==> src/design/imconv3_pkg.sv <==
// ----------------------------------------------------------------------------
// imconv3_pkg
// Shared constants, types and register codes of the 3x3 convolution block.
// ----------------------------------------------------------------------------
package imconv3_pkg;

   // Geometry
   localparam int MAX_WIDTH = 1024;
   localparam int LANES     = 4;
   localparam int COL_W     = $clog2(MAX_WIDTH);
   localparam int WIDTH_W   = 11;
   localparam int HEIGHT_W  = 16;
   localparam int ROW_W     = HEIGHT_W + 1;
   localparam int LANES_W   = 3;

   // Arithmetic
   localparam int COEF_W    = 16;
   localparam int ROWREG_W  = 3 * COEF_W;
   localparam int PROD_W    = 25;
   localparam int SUM_W     = 28;
   localparam int FRAC_W    = 8;

   // Result queue
   localparam int FIFO_DEPTH = 8;
   localparam int FIFO_AW    = $clog2(FIFO_DEPTH);
   localparam int FIFO_CW    = FIFO_AW + 1;

   // Register port
   localparam int CSR_AW = 6;
   localparam int CSR_DW = 64;

   typedef enum logic [2:0] {
      CSR_COEF_TOP    = 3'd0,
      CSR_COEF_MIDDLE = 3'd1,
      CSR_COEF_BOTTOM = 3'd2,
      CSR_WIDTH       = 3'd3,
      CSR_HEIGHT      = 3'd4,
      CSR_LANES       = 3'd5
   } csr_index_type;

   typedef logic [LANES-1:0][7:0]            pixel_type;
   typedef pixel_type [2:0]                  column_type;   // 0 = top row
   typedef logic [2:0][COEF_W-1:0]           coef_col_type;
   typedef logic [LANES-1:0][SUM_W-1:0]      colsum_type;

   typedef struct packed {
      logic shift;
      logic kill_top;
      logic kill_bot;
      logic kill_col;
   } cell_ctrl_type;

   typedef struct packed {
      pixel_type data;
      logic      frame_end;
   } rsp_item_type;

endpackage

==> src/design/imconv3_cell.sv <==
// ----------------------------------------------------------------------------
// imconv3_cell
// One window column: holds three taps, passes them to its left neighbor on
// each shift, multiplies them by its coefficient column and sums per lane.
// ----------------------------------------------------------------------------
module imconv3_cell (
   input  logic                        clock,
   input  logic                        reset,
   input  imconv3_pkg::cell_ctrl_type  ctrl,
   input  imconv3_pkg::column_type     col_in,
   input  imconv3_pkg::coef_col_type   coef,
   output imconv3_pkg::column_type     col_out,
   output imconv3_pkg::colsum_type     colsum
);
   import imconv3_pkg::*;

   column_type                 col_ff;
   logic signed [PROD_W-1:0]   prod_ff [3][LANES];
   logic signed [PROD_W-1:0]   prod_in [3][LANES];
   colsum_type                 colsum_ff;
   colsum_type                 colsum_in;
   logic [2:0]                 kill;

   // Hold the taps, advance on shift
   always_ff @(posedge clock) begin
      if (reset) begin
         col_ff <= '0;
      end else if (ctrl.shift) begin
         col_ff <= col_in;
      end
   end

   // Drop taps outside the frame
   assign kill[0] = ctrl.kill_top | ctrl.kill_col;
   assign kill[1] = ctrl.kill_col;
   assign kill[2] = ctrl.kill_bot | ctrl.kill_col;

   always_comb begin
      for (int r = 0; r < 3; r++) begin
         for (int k = 0; k < LANES; k++) begin
            if (kill[r]) begin
               prod_in[r][k] = '0;
            end else begin
               prod_in[r][k] = $signed(coef[r]) * $signed({1'b0, col_ff[r][k]});
            end
         end
      end
   end

   always_comb begin
      for (int k = 0; k < LANES; k++) begin
         colsum_in[k] = SUM_W'(prod_ff[0][k]) + SUM_W'(prod_ff[1][k])
                      + SUM_W'(prod_ff[2][k]);
      end
   end

   // Register products, then column sums
   always_ff @(posedge clock) begin
      prod_ff   <= prod_in;
      colsum_ff <= colsum_in;
   end

   assign col_out = col_ff;
   assign colsum  = colsum_ff;

endmodule

==> config.mk <==
export PLATFORM = sky130hd
export DESIGN_NAME = imconv3_cell
export DESIGN_NICKNAME = d
export VERILOG_FILES = /design/src/design/imconv3_pkg.sv /design/src/design/imconv3_cell.sv
export SDC_FILE = /design/constraint.sdc
export NUM_CORES = 2
export LEC_CHECK = 0
export BUFFER_PORTS_ARGS = -buffer_cell sky130_fd_sc_hd__buf_2
export CAP_MARGIN = 20
export CORE_UTILIZATION = 41
export CTS_CLUSTER_DIAMETER = 200
export DETAILED_ROUTE_END_ITERATION = 10
export GPL_TIMING_DRIVEN = 0
export SYNTH_ARGS = -nofsm -noshare
export SYNTH_HDL_FRONTEND = slang
export SYNTH_SLANG_ARGS = --single-unit
==> constraint.sdc <==
create_clock -name clock -period 7.3 [get_ports clock]
set_input_delay 0.365 -clock clock [delete_from_list [all_inputs] [get_ports clock]]
set_output_delay 0.365 -clock clock [all_outputs]
set_load 0.1 [all_outputs]
==> impl_results.md <==
* Fillers at 17400
* CTS max path bufs at 3
* Hold path endpoint: prod_ff[273]
* Clk_skew at 34.5 ps
* Final Cell Area at 82900 µm²
* Post-synth top flop: dfxtp_1
* Worst skew pair latency at 730 ps
* Reg2Reg Depth at 19
* Initial core utilization at 41.3%
* Hold buffers post-CTS at 97
* VDD IR max at 345 µV
* DIE AREA at 184000 µm²
* CP required at 7790 ps
* Post CTS Setup Buffer Count at 0
* Gate power share at 61.9%
* Sequential area share after synthesis at 13.5%
* PortBufs at 354
* Root Driver: clkbuf_16
* Clock Power Share at 17.5%
* Crit Path Category: reg2reg
* Violated checks: negative setup slack
* Synth Cell Area at 74800 µm²
* R2r setup slk at -40 ps
* Most frequent cell after synthesis: inv_1
* Initial drt markers at 3546
* Max-slew violations at 0
* Antenna-violating nets left at 0
* Slew HR at 18.2%
* R2r startpoint: col_out[16]
* CTS tree: yes
* Rows at 156
* Total GRT Usage at 26.8%
* PwrDens at 225 nW/µm²
* Clock Pin Slew Worst Setup and Hold Paths at 60 ps
* Total length of routed wires at 244000 µm
* Critical path arrival at 7830 ps
* Worst-margin pin slew at 1190 ps
* Fin. Hold Viols at 0
* Top cells by area, synth: fa_1, dfxtp_1, ha_1, inv_1, and2_1
* Cell Area, Placed at 79700 µm²
* Fin crit share at 101%
* P&R area growth vs syn at 10.8%
* DIE HEIGHT at 429 µm
* Remaining DRCs at 0
* DRT Pass-1 Iters at 6
* Largest net degree at the start of global routing at 17
* Initial antenna violation count at 30
* Net Sw Frac at 52.5%
* HP Start: ctrl[2]
* GP Congestion at 0.942
* HPWL Detailed at 205000 µm
* Final worst slack at -42.3 ps
* Warnings, synthesis at 0
* Startpoint types: flip-flop
* Total of max-cap violations at 0
* Syn nets at 10500
* Sequential share of power at 20.7%
* Gr ovfl total at 0
* Worst setup EP type: flip-flop
* Commonest cells post-synth: inv_1, fa_1, and2_1
* Setup-failing EPs final at 1
* Cells after Synth at 8347
* Setup Total Neg Slack at -42.3 ps
* Drt wl/cell at 21.5 µm
* Synthesized area per cell at 8.96 µm²
* Finished Layout Cells at 11300
* Net Switching at 9790 µW
* Clk sink count at 504
* Fraction of layout cells with a size suffix above 1 at 5.90%
* Post-synth EDFFs at 0
* Core Util, Final at 45.8%
* Unique cell type count in the Yosys netlist at 82
* Status: finished with violations
* Register area at 10100 µm²
* Top-area cell type share of the netlist area at 35.6%
* Ports at 358
* FFs w/ async S/R, synth at 0%
* Multi-input gate area at 56600 µm²
* CTS buffer count at 60
* Worst hold margin at 68.3 ps
* DR vias at 57600
* Internal Power at 8860 µW
* H-tree depth at 2
* Worst-path fanout max at 10
* Synth area leader: fa_1
* Pleak at 0.0438 µW
* Yosys reg bits at 504
* Hold path cells at 3
* Placed cells at 11100
* Hold Crit Class: in2reg
* Number of global-route vias before repair at 60200
* Die width at 429 µm
* Post-cts sizing count at 0
* Core area at 181000 µm²
* Worst R2R End: prod_ff[248]
* First-pass GRT wire length at 369000 µm
* Nets at 11000
* F_max at 136 MHz
* Fin crit period at 7340 ps
* Routed vias/inst at 5.09
-- routing by layer --
metal / GRT usage, % / share of wire (%)
met3: 3.28 / 6.0
met1: 34.5 / 41
met4: 12.9 / 5.4
met2: 44.6 / 47
met5: 0 / 0.0053
-- worst max path at each step --
stage                            from            to  slack [ps]
final                     col_out[16]  prod_ff[248]         -40
after floorplan           col_out[24]  prod_ff[224]        1470
after global routing      col_out[16]  prod_ff[248]        -0.3
after CTS                 col_out[16]  prod_ff[248]         200
after detailed placement  col_out[16]  prod_ff[248]         260
after global placement    col_out[16]  prod_ff[248]         200
-- worst max-delay path: stages (launching register included) --
cell and delay [ps]:
dfxtp_1 910, clkbuf_1 670, nand2_1 200, fa_1 580, inv_1 60, fa_1 510, inv_1 60, fa_1 490
fa_1 490, inv_1 40, ha_1 310, o21ai_0 120, o21bai_1 140, a31oi_1 360, o21ai_1 200, o31a_1 340
a31o_2 300, a21oi_1 250, a22oi_1 140, mux2i_1 920
-- stage by stage --
stage               power, µW  worst slack [ps]
finish                  18700             -42.3
global route            19900            -0.324
CTS                     18800               205
detailed placement      15300               258
global placement        15200               197
floorplan               12100              1470
-- placed cells by master, fill, tap and decap left out, types with 126 or more instances in the layout --
cell	synthesis	routed
inv_1	1831	1831
fa_1	1328	1328
and2_1	904	904
nand2_1	793	793
ha_1	700	700
dfxtp_1	504	504
nor2_1	415	415
buf_2	0	357
clkbuf_1	318	318
a21oi_1	211	211
xnor2_1	202	202
o21ai_0	126	126
-- registers in the layout, indices dropped and copies added, names as in the netlist --
signal	count
prod_ff	300
colsum	108
col_out	96
-- logic make-up (layout without fill, tap and decap cells) --
family,Yosys count,count (layout),synth area share [%]
and+or+nand+nor,2469,2469,16.4
buffers and inverters,2160,2735,10.9
adders and majority gates,2028,2028,47.3
AOI/OAI and AO/OA,772,772,6.91
DFF,504,504,13.5
xor gates and xnor gates,311,311,3.64
muxes,103,103,1.38
other,0,29,0
-- layout make-up --
class | instances | area share [%]
sequential | 504 | 12.2
clock inverter | 43 | 0.577
antenna | 29 | 0.0876
clock buffer | 71 | 1.99
inverter | 1831 | 8.29
timing repair buffer | 461 | 3.52
tap | 2370 | 3.58
buffer | 329 | 1.52
multi-input combinational | 5683 | 68.3
-- power groups by stage --
stage / combinational [µW] / sequential [µW] / clock, µW
detailed placement: 11400 / 3910 / 0
finish: 11500 / 3850 / 3260
floorplan: 6310 / 5770 / 0
global placement: 11300 / 3910 / 0
CTS: 11500 / 3860 / 3350
global route: 12600 / 3910 / 3440
(Power assumes the default switching activity.)
